File: config.mk
export PLATFORM = sky130hd
export DESIGN_NAME = next_fit_slot_pool_with_lifetime_unit_flat
export DESIGN_NICKNAME = d
export VERILOG_FILES = /design/src/hdl/nfsp_pkg.sv /design/src/hdl/nfsp_if.sv /design/src/hdl/next_fit_slot_pool_with_lifetime_unit.sv /design/src/flat_wrapper.sv
export SDC_FILE = /design/constraint.sdc
export NUM_CORES = 2
export LEC_CHECK = 0
export BUFFER_PORTS_ARGS = -buffer_cell sky130_fd_sc_hd__buf_2
export CAP_MARGIN = 20
export CORE_ASPECT_RATIO = 0.9
export CORE_MARGIN = 2
export CORE_UTILIZATION = 30
export DETAILED_ROUTE_END_ITERATION = 10
export SYNTH_ARGS = -nofsm -noshare
export SYNTH_HDL_FRONTEND = slang
export SYNTH_SLANG_ARGS = --single-unit
File: constraint.sdc
create_clock -name clk -period 10.5 [get_ports clk]
set_clock_uncertainty 0.15 [all_clocks]
set_input_delay 1.575 -clock clk [delete_from_list [all_inputs] [get_ports clk]]
set_output_delay 1.575 -clock clk [all_outputs]
set_load 0.02 [all_outputs]
File: src/hdl/nfsp_pkg.sv
package nfsp_pkg;

    typedef enum logic [1:0] {
        CMD_EMIT  = 2'd0,
        CMD_TICK  = 2'd1,
        CMD_CLEAR = 2'd2
    } cmd_t;

    typedef enum logic [1:0] {
        ST_IDLE,
        ST_SCAN,
        ST_TICK,
        ST_DONE
    } state_t;

    localparam logic [6:0]  POOL_SIZE_RESET = 7'd64;
    localparam logic [31:0] AGE_MAX         = 32'h7FFF_FFFF;
    localparam logic [31:0] FAIL_MAX        = 32'hFFFF_FFFF;

endpackage

File: src/hdl/nfsp_if.sv
// Command channel: one word per command.
interface nfsp_cmd_if;
    logic               valid;
    logic               ready;
    logic [1:0]         command;
    logic signed [31:0] start_age;
    logic [30:0]        lifetime;
    logic [30:0]        time_step;

    modport source (output valid, command, start_age, lifetime, time_step, input ready);
    modport sink   (input valid, command, start_age, lifetime, time_step, output ready);
endinterface

// Result channel: one word per command.
interface nfsp_res_if;
    logic        valid;
    logic        ready;
    logic        emit_ok;
    logic [5:0]  slot_index;
    logic [6:0]  retired;
    logic [6:0]  live_count;
    logic [31:0] failure_count;

    modport source (output valid, emit_ok, slot_index, retired, live_count, failure_count,
                    input ready);
    modport sink   (input valid, emit_ok, slot_index, retired, live_count, failure_count,
                    output ready);
endinterface

// Configuration write channel: pool_size register.
interface nfsp_cfg_if;
    logic       valid;
    logic       ready;
    logic [6:0] pool_size;

    modport source (output valid, pool_size, input ready);
    modport sink   (input valid, pool_size, output ready);
endinterface

File: src/hdl/next_fit_slot_pool_with_lifetime_unit.sv
// Channel   Dir   Word contents
// cfg       in    pool_size (7b)
// cmd       in    command (2b), start_age (s32), lifetime (31b), time_step (31b)
// res       out   emit_ok, slot_index (6b), retired (7b), live_count (7b), failure_count
//
// Per word: emit runs the next-fit scan until it finds a free slot, or fails after visiting
// all size slots (size = effective pool size); tick walks all POOL_DEPTH entries of the
// age/lifetime memory through its one-deep read pipeline; clear and the unused code go
// straight to the result step.
// Reset (rst_n, async, active low) empties the pool and loads pool_size with 64; no
// clearing pass is needed since the memory is only read behind the active flags.
// A stalled result holds in the output register; the next command is taken meanwhile and
// waits in its final step until the register drains.
module next_fit_slot_pool_with_lifetime_unit #(
    parameter int POOL_DEPTH = 64
) (
    input  logic         clk,
    input  logic         rst_n,
    nfsp_cfg_if.sink     cfg,
    nfsp_cmd_if.sink     cmd,
    nfsp_res_if.source   res
);

    localparam int AW = (POOL_DEPTH > 1) ? $clog2(POOL_DEPTH) : 1;
    localparam int CW = $clog2(POOL_DEPTH + 1);
    localparam int SW = (CW > 7) ? CW : 7;
    localparam int MW = 63;   // {age[31:0], lifetime[30:0]}

    // Sequencer state
    nfsp_pkg::state_t state_reg, state_next;

    // Pool state
    logic [6:0]            pool_size_reg;
    logic [POOL_DEPTH-1:0] active_reg;
    logic [AW-1:0]         cursor_reg;
    logic [CW-1:0]         live_reg;
    logic [31:0]           fail_reg;

    // Working registers for the command in flight
    logic [AW-1:0]         slot_reg;
    logic [CW-1:0]         scan_cnt_reg;
    logic [CW-1:0]         tick_cnt_reg;
    logic                  pipe_vld_reg;
    logic [AW-1:0]         pipe_addr_reg;
    logic signed [31:0]    start_age_reg;
    logic [30:0]           lifetime_reg;
    logic [30:0]           step_reg;
    logic                  ok_reg;
    logic [AW-1:0]         hit_slot_reg;
    logic [CW-1:0]         retired_reg;

    // Age/lifetime store
    logic [MW-1:0]         slot_mem [POOL_DEPTH];
    logic [MW-1:0]         rd_q_reg;

    // Output register
    logic                  out_valid_reg;
    logic                  out_ok_reg;
    logic [5:0]            out_slot_reg;
    logic [6:0]            out_retired_reg;
    logic [6:0]            out_live_reg;
    logic [31:0]           out_fail_reg;

    // Control strobes
    logic                  accept;
    logic                  scan_end;
    logic                  scan_hit;
    logic                  scan_miss;
    logic                  tick_issue;
    logic                  tick_write;
    logic                  tick_retire;
    logic                  res_load;

    // Datapath signals
    logic [SW-1:0]         pool_ext;
    logic [CW-1:0]         eff_size;
    logic [AW-1:0]         scan_start;
    logic [CW-1:0]         slot_inc;
    logic [AW-1:0]         slot_wrap;
    logic signed [31:0]    rd_age;
    logic [30:0]           rd_life;
    logic signed [32:0]    age_sum;
    logic [31:0]           new_age;

    // Emit only searches the first pool_size slots, capped at the depth.
    assign pool_ext = SW'(pool_size_reg);
    assign eff_size = (pool_ext > SW'(POOL_DEPTH)) ? CW'(POOL_DEPTH) : CW'(pool_ext);

    // Restart from slot 0 when the cursor fell outside a shrunken pool.
    assign scan_start = (CW'(cursor_reg) < eff_size) ? cursor_reg : '0;

    assign slot_inc  = CW'(slot_reg) + CW'(1);
    assign slot_wrap = (slot_inc < eff_size) ? AW'(slot_inc) : '0;

    // Tick: saturating add of the step, then signed compare against the lifetime.
    assign rd_age  = rd_q_reg[62:31];
    assign rd_life = rd_q_reg[30:0];
    assign age_sum = {rd_age[31], rd_age} + $signed({2'b00, step_reg});
    assign new_age = (age_sum > $signed({1'b0, nfsp_pkg::AGE_MAX}))
                   ? nfsp_pkg::AGE_MAX : age_sum[31:0];

    // Next state
    always_comb
    begin
        state_next = state_reg;
        unique case (state_reg)
            nfsp_pkg::ST_IDLE:
            begin
                if (accept)
                begin
                    unique case (cmd.command)
                        nfsp_pkg::CMD_EMIT: state_next = nfsp_pkg::ST_SCAN;
                        nfsp_pkg::CMD_TICK: state_next = nfsp_pkg::ST_TICK;
                        default:            state_next = nfsp_pkg::ST_DONE;
                    endcase
                end
            end
            nfsp_pkg::ST_SCAN:
            begin
                if (scan_hit || scan_miss)
                    state_next = nfsp_pkg::ST_DONE;
            end
            nfsp_pkg::ST_TICK:
            begin
                if (tick_cnt_reg == CW'(POOL_DEPTH) && !pipe_vld_reg)
                    state_next = nfsp_pkg::ST_DONE;
            end
            nfsp_pkg::ST_DONE:
            begin
                if (res_load)
                    state_next = nfsp_pkg::ST_IDLE;
            end
            default: state_next = nfsp_pkg::ST_IDLE;
        endcase
    end

    // Strobes
    always_comb
    begin
        cmd.ready   = (state_reg == nfsp_pkg::ST_IDLE);
        cfg.ready   = 1'b1;
        accept      = cmd.valid && cmd.ready;
        scan_end    = (scan_cnt_reg == eff_size);
        scan_hit    = (state_reg == nfsp_pkg::ST_SCAN) && !scan_end && !active_reg[slot_reg];
        scan_miss   = (state_reg == nfsp_pkg::ST_SCAN) && scan_end;
        tick_issue  = (state_reg == nfsp_pkg::ST_TICK) && (tick_cnt_reg < CW'(POOL_DEPTH));
        tick_write  = pipe_vld_reg && active_reg[pipe_addr_reg];
        tick_retire = tick_write && ($signed(new_age) >= $signed({1'b0, rd_life}));
        res_load    = (state_reg == nfsp_pkg::ST_DONE) && (!out_valid_reg || res.ready);
    end

    always_ff @(posedge clk or negedge rst_n)
    begin
        if (!rst_n)
            state_reg <= nfsp_pkg::ST_IDLE;
        else
            state_reg <= state_next;
    end

    // Configuration register
    always_ff @(posedge clk or negedge rst_n)
    begin
        if (!rst_n)
            pool_size_reg <= nfsp_pkg::POOL_SIZE_RESET;
        else if (cfg.valid && cfg.ready)
            pool_size_reg <= cfg.pool_size;
    end

    // Pool state: flags, cursor, live and failure counts
    always_ff @(posedge clk or negedge rst_n)
    begin
        if (!rst_n)
        begin
            active_reg <= '0;
            cursor_reg <= '0;
            live_reg   <= '0;
            fail_reg   <= '0;
        end
        else
        begin
            if (accept && cmd.command == nfsp_pkg::CMD_CLEAR)
            begin
                active_reg <= '0;
                cursor_reg <= '0;
                live_reg   <= '0;
                fail_reg   <= '0;
            end
            if (scan_hit)
            begin
                active_reg[slot_reg] <= 1'b1;
                cursor_reg           <= slot_wrap;
                live_reg             <= live_reg + CW'(1);
            end
            if (scan_miss && fail_reg != nfsp_pkg::FAIL_MAX)
                fail_reg <= fail_reg + 32'd1;
            if (tick_retire)
            begin
                active_reg[pipe_addr_reg] <= 1'b0;
                live_reg                  <= live_reg - CW'(1);
            end
        end
    end

    // Working registers: scan position, memory walk, per-command result
    always_ff @(posedge clk or negedge rst_n)
    begin
        if (!rst_n)
            pipe_vld_reg <= 1'b0;
        else
            pipe_vld_reg <= tick_issue;
    end

    always_ff @(posedge clk)
    begin
        pipe_addr_reg <= AW'(tick_cnt_reg);
        if (accept)
        begin
            slot_reg      <= scan_start;
            scan_cnt_reg  <= '0;
            tick_cnt_reg  <= '0;
            start_age_reg <= cmd.start_age;
            lifetime_reg  <= cmd.lifetime;
            step_reg      <= cmd.time_step;
            ok_reg        <= 1'b0;
            hit_slot_reg  <= '0;
            retired_reg   <= '0;
        end
        else
        begin
            // Advance the scan around the pool; hold on a hit.
            if (state_reg == nfsp_pkg::ST_SCAN && !scan_end)
            begin
                if (scan_hit)
                begin
                    ok_reg       <= 1'b1;
                    hit_slot_reg <= slot_reg;
                    scan_cnt_reg <= eff_size;
                end
                else
                begin
                    slot_reg     <= slot_wrap;
                    scan_cnt_reg <= scan_cnt_reg + CW'(1);
                end
            end
            if (tick_issue)
                tick_cnt_reg <= tick_cnt_reg + CW'(1);
            if (tick_retire)
                retired_reg <= retired_reg + CW'(1);
        end
    end

    // Age/lifetime memory: one write port, one registered read port
    always_ff @(posedge clk)
    begin
        if (scan_hit)
            slot_mem[slot_reg] <= {start_age_reg, lifetime_reg};
        else if (tick_write)
            slot_mem[pipe_addr_reg] <= {new_age, rd_life};
        if (tick_issue)
            rd_q_reg <= slot_mem[AW'(tick_cnt_reg)];
    end

    // Output register
    always_ff @(posedge clk or negedge rst_n)
    begin
        if (!rst_n)
            out_valid_reg <= 1'b0;
        else if (res_load)
            out_valid_reg <= 1'b1;
        else if (res.ready)
            out_valid_reg <= 1'b0;
    end

    always_ff @(posedge clk)
    begin
        if (res_load)
        begin
            out_ok_reg      <= ok_reg;
            out_slot_reg    <= 6'(hit_slot_reg);
            out_retired_reg <= 7'(retired_reg);
            out_live_reg    <= 7'(live_reg);
            out_fail_reg    <= fail_reg;
        end
    end

    assign res.valid         = out_valid_reg;
    assign res.emit_ok       = out_ok_reg;
    assign res.slot_index    = out_slot_reg;
    assign res.retired       = out_retired_reg;
    assign res.live_count    = out_live_reg;
    assign res.failure_count = out_fail_reg;

endmodule

File: src/flat_wrapper.sv
// flat-port wrapper written by rule: the top's interface ports become plain ports
module next_fit_slot_pool_with_lifetime_unit_flat 
#(
    parameter int POOL_DEPTH = 64
)
  (clk, rst_n, cfg_valid, cfg_pool_size, cfg_ready, cmd_valid, cmd_command, cmd_start_age, cmd_lifetime, cmd_time_step, cmd_ready, res_valid, res_emit_ok, res_slot_index, res_retired, res_live_count, res_failure_count, res_ready);
  nfsp_cfg_if cfg_i ();
  nfsp_cmd_if cmd_i ();
  nfsp_res_if res_i ();
  input  logic clk;
  input  logic rst_n;
  input wire logic [$bits(cfg_i.valid)-1:0] cfg_valid;
  input wire logic [$bits(cfg_i.pool_size)-1:0] cfg_pool_size;
  output wire logic [$bits(cfg_i.ready)-1:0] cfg_ready;
  input wire logic [$bits(cmd_i.valid)-1:0] cmd_valid;
  input wire logic [$bits(cmd_i.command)-1:0] cmd_command;
  input wire logic [$bits(cmd_i.start_age)-1:0] cmd_start_age;
  input wire logic [$bits(cmd_i.lifetime)-1:0] cmd_lifetime;
  input wire logic [$bits(cmd_i.time_step)-1:0] cmd_time_step;
  output wire logic [$bits(cmd_i.ready)-1:0] cmd_ready;
  output wire logic [$bits(res_i.valid)-1:0] res_valid;
  output wire logic [$bits(res_i.emit_ok)-1:0] res_emit_ok;
  output wire logic [$bits(res_i.slot_index)-1:0] res_slot_index;
  output wire logic [$bits(res_i.retired)-1:0] res_retired;
  output wire logic [$bits(res_i.live_count)-1:0] res_live_count;
  output wire logic [$bits(res_i.failure_count)-1:0] res_failure_count;
  input wire logic [$bits(res_i.ready)-1:0] res_ready;
  assign cfg_i.valid = cfg_valid;
  assign cfg_i.pool_size = cfg_pool_size;
  assign cfg_ready = cfg_i.ready;
  assign cmd_i.valid = cmd_valid;
  assign cmd_i.command = cmd_command;
  assign cmd_i.start_age = cmd_start_age;
  assign cmd_i.lifetime = cmd_lifetime;
  assign cmd_i.time_step = cmd_time_step;
  assign cmd_ready = cmd_i.ready;
  assign res_valid = res_i.valid;
  assign res_emit_ok = res_i.emit_ok;
  assign res_slot_index = res_i.slot_index;
  assign res_retired = res_i.retired;
  assign res_live_count = res_i.live_count;
  assign res_failure_count = res_i.failure_count;
  assign res_i.ready = res_ready;
  next_fit_slot_pool_with_lifetime_unit #(.POOL_DEPTH(POOL_DEPTH)) u_core (.clk(clk), .rst_n(rst_n), .cfg(cfg_i), .cmd(cmd_i), .res(res_i));
endmodule
==> out/qor.txt <==
post-synth top area cell: edfxtp_1
number of DRC violations after detailed-routing iteration 0: 12755
layout cells sized above 1: 29.3%
Worst R2R Path Depth: 20
Comb pwr share: 28.4%
Ports: 164
number of flip-flops in the largest register: 4032
post-synthesis sequential element count: 4402
wire length per cell: 31.7 um
ys flop type: edfxtp_1
clk sink count: 4402
Vias: 87369
synthesized area per cell: 22.2 um^2
worst hold start: u_core.hit_slot_reg[4]
Die W: 802 um
clock tree buffer depth: 4
final core utilization: 34.8%
end of the critical path: u_core.active_reg[15]
row count: 263
sequential fraction of the synthesis area: 76.3%
setup bufs post-CTS: 0
vias in the first global route: 85927
# hold bufs at CTS: 0
Final Setup Violations: 0
cell area power density: 264 mW/mm^2
ys async rst share: 2.73%
Synth area leaders: edfxtp_1 (74%), mux4_2 (16%), dfrtp_1 (1.7%), mux2i_1 (0.81%), ha_1 (0.62%)
dpl hpwl: 286 mm
period utilisation layout: 63.7%
syn nets: 7927
yosys warns: 0
Initial Util: 30.1%
total wire length: 512 mm
reg2reg start: u_core.rd_q_reg[34]
I/O Buffers: 162
r2r endpoint: u_core.active_reg[15]
TritonCTS Buffers: 427
# resized after CTS: 0
Fin Setup TNS: 0 ps
CTS Root Cell: clkbuf_16
initial antenna violation count: 58
Yosys top cell area share: 74.2%
Setup CP Type: flop to flop
routability cong.: 0.915
DR pass1 iterations: 8
vias per inst: 5.41
Distinct cells, synth: 87
die area: 0.579 mm^2
Total GRT Usage: 17.1%
f_max: 0.150 GHz
cell area after synthesis: 0.172 mm^2
Reg power frac: 42.9%
Post-synth EDFFs: 4248
Max-Cap Viols: 0
largest net degree at the start of global routing: 137
Layout area overhead: 15.3%
Clock transition at path regs: 70 ps
Setup crit end kind: flop
Worst Path Max Fanout: 50
Worst slew margin: 9.28%
Pint: 36.1 mW
Chip Height: 722 um
first-pass GRT wire length: 703 mm
Tmin final: 6690 ps
RSZ-0062 raised after global routing: false
switch share: 31.2%
NetSw: 16.4 mW
Final Hold Vio Count: 0
Critical Path RT: 11200 ps
Hold Path Class: flop to flop
H-tree depth: 5
status: completed
# nets final: 8387
Worst Setup Start Kind: flop
Slew @ Worst Pin: 1360 ps
worst-skew pair later-pin latency: 1000 ps
CTS tree: built
DRC: 0
Clock power frac: 28.8%
antenna viol nets, final: 0
Worst VDD drop: 0.238 mV
Mapped Cells: 7733
R2R Setup Slk: 3810 ps
pins over their slew limit: 0
grt ovf: 0
Worst Setup SP: u_core.rd_q_reg[34]
Core Region: 0.571 mm^2
CP Data Arrival Time: 7380 ps
Leak: 60.8 nW
==> cell usage after synthesis, drive strengths merged (17+ instances only) <==
master	instances
nor3	23
nand3	63
inv	83
buf	177
edfxtp	4248
dfrtp	119
nand2	198
mux2i	139
a211oi	32
a21o	18
mux2	30
o221ai	32
ha	85
clkbuf	254
nor2b	44
o211ai	18
nand2b	24
nor2	154
a22oi	47
and3	33
o22ai	23
a32oi	36
o31ai	34
xnor2	17
dfxtp	34
mux4	1244
a31oi	63
a21oi	138
o21ai	133
xor2	17
==> layer usage <==
| layer | global-route usage (%) | vias up | share of wire [%] |
|---|---|---|---|
| met2 | 27.5 | 4833 | 47 |
| met1 | 23.6 | 47817 | 40 |
| met4 | 4.48 | 22 | 2.9 |
| met5 | 0 | - | 0.026 |
| li1 | - | 33874 | - |
| met3 | 3.63 | 823 | 10 |
==> cells in the final DEF (no fill, tap or decap), types with 37 or more instances in the layout <==
master     instances
a31oi_1           37
nor2_4            59
clkinv_1         101
o21ai_0          102
edfxtp_1        4248
nand3_1           62
diode_2           44
mux2i_1          132
clkbuf_1          88
clkinv_2          80
dfrtp_1          119
buf_12            44
nor2_1            95
clkbuf_16        435
ha_1              85
nor2b_1           40
inv_1             82
mux4_2          1244
a21oi_1          138
nand2_1          197
buf_4            245
a22oi_1           47
buf_2            161
==> stage by stage <==
| stage | area (um^2) | instances | worst slack (ps) | total power, mW | hold WS, ps |
|---|---|---|---|---|---|
| 3_5_place_dp | 184000 | 15300 | 3710 | 37.7 | 278 |
| 5_1_grt | 198000 | 16106 | 3460 | 54.2 | 310 |
| 6_report | 198000 | 16137 | 3810 | 52.4 | 290 |
| 4_1_cts | 198000 | 16077 | 3580 | 52.7 | 294 |
| 2_1_floorplan | 172000 | 7733 | 4480 | 32.4 | 176 |
| 3_3_place_gp | 184000 | 15288 | 3770 | 37.4 | 274 |
==> cell families after synthesis <==
family | Yosys count | share of synthesized area (%)
and+or+nand+nor | 617 | 1.74
xor gates and xnor gates | 34 | 0.173
other | 1 | 0.00218
AOI/OAI and AO/OA | 661 | 2.59
muxes | 1413 | 17.3
DFF | 4402 | 76.3
buffers and inverters | 519 | 1.23
adders and majority gates | 86 | 0.630
==> power groups by stage <==
stage               combinational [mW]  clock (mW)  sequential [mW]
finish                            14.9        15.1             22.5
global route                      15.8        15.9             22.5
CTS                               14.9        15.3             22.5
detailed placement                14.8           0             22.8
global placement                  14.7           0             22.8
floorplan                         9.63           0             22.8
==> worst min-delay path by stage <==
stage,cells past startpoint,endpoint
6_report,0,u_core.res.slot_index[4]
4_1_cts,0,u_core.res.slot_index[4]
3_5_place_dp,0,u_core.res.slot_index[4]
5_1_grt,0,u_core.res.slot_index[2]
3_3_place_gp,0,u_core.res.slot_index[4]
2_1_floorplan,0,u_core.pipe_addr_reg[2]
==> worst max-delay path, stage by stage (launching register included) <==
cell and delay, ps:
edfxtp_1 400, ha_1 370, o211ai_1 130, o211ai_1 290, a21oi_1 210, a32o_1 300
o31ai_2 220, buf_4 260, or3b_1 290, and2_4 860, nand2_1 150, ha_1 350
a211oi_1 260, nor2_1 90, o31ai_1 240, a31oi_1 160, or3_1 580, o211a_1 430
buf_16 260, and3_1 280, a21oi_1 200
==> cell type report <==
type | instances | area, um^2
Antenna cell | 44 | 110
Clock buffer | 526 | 11300
Clock inverter | 251 | 2320
Fill cell | 52300 | 372000
Inverter | 88 | 342
Multi-Input combinational cell | 2812 | 39800
Sequential cell | 4402 | 131000
Tap cell | 7552 | 9450
Timing Repair Buffer | 462 | 3750
Note: power is estimated with default switching activity, not from simulation.
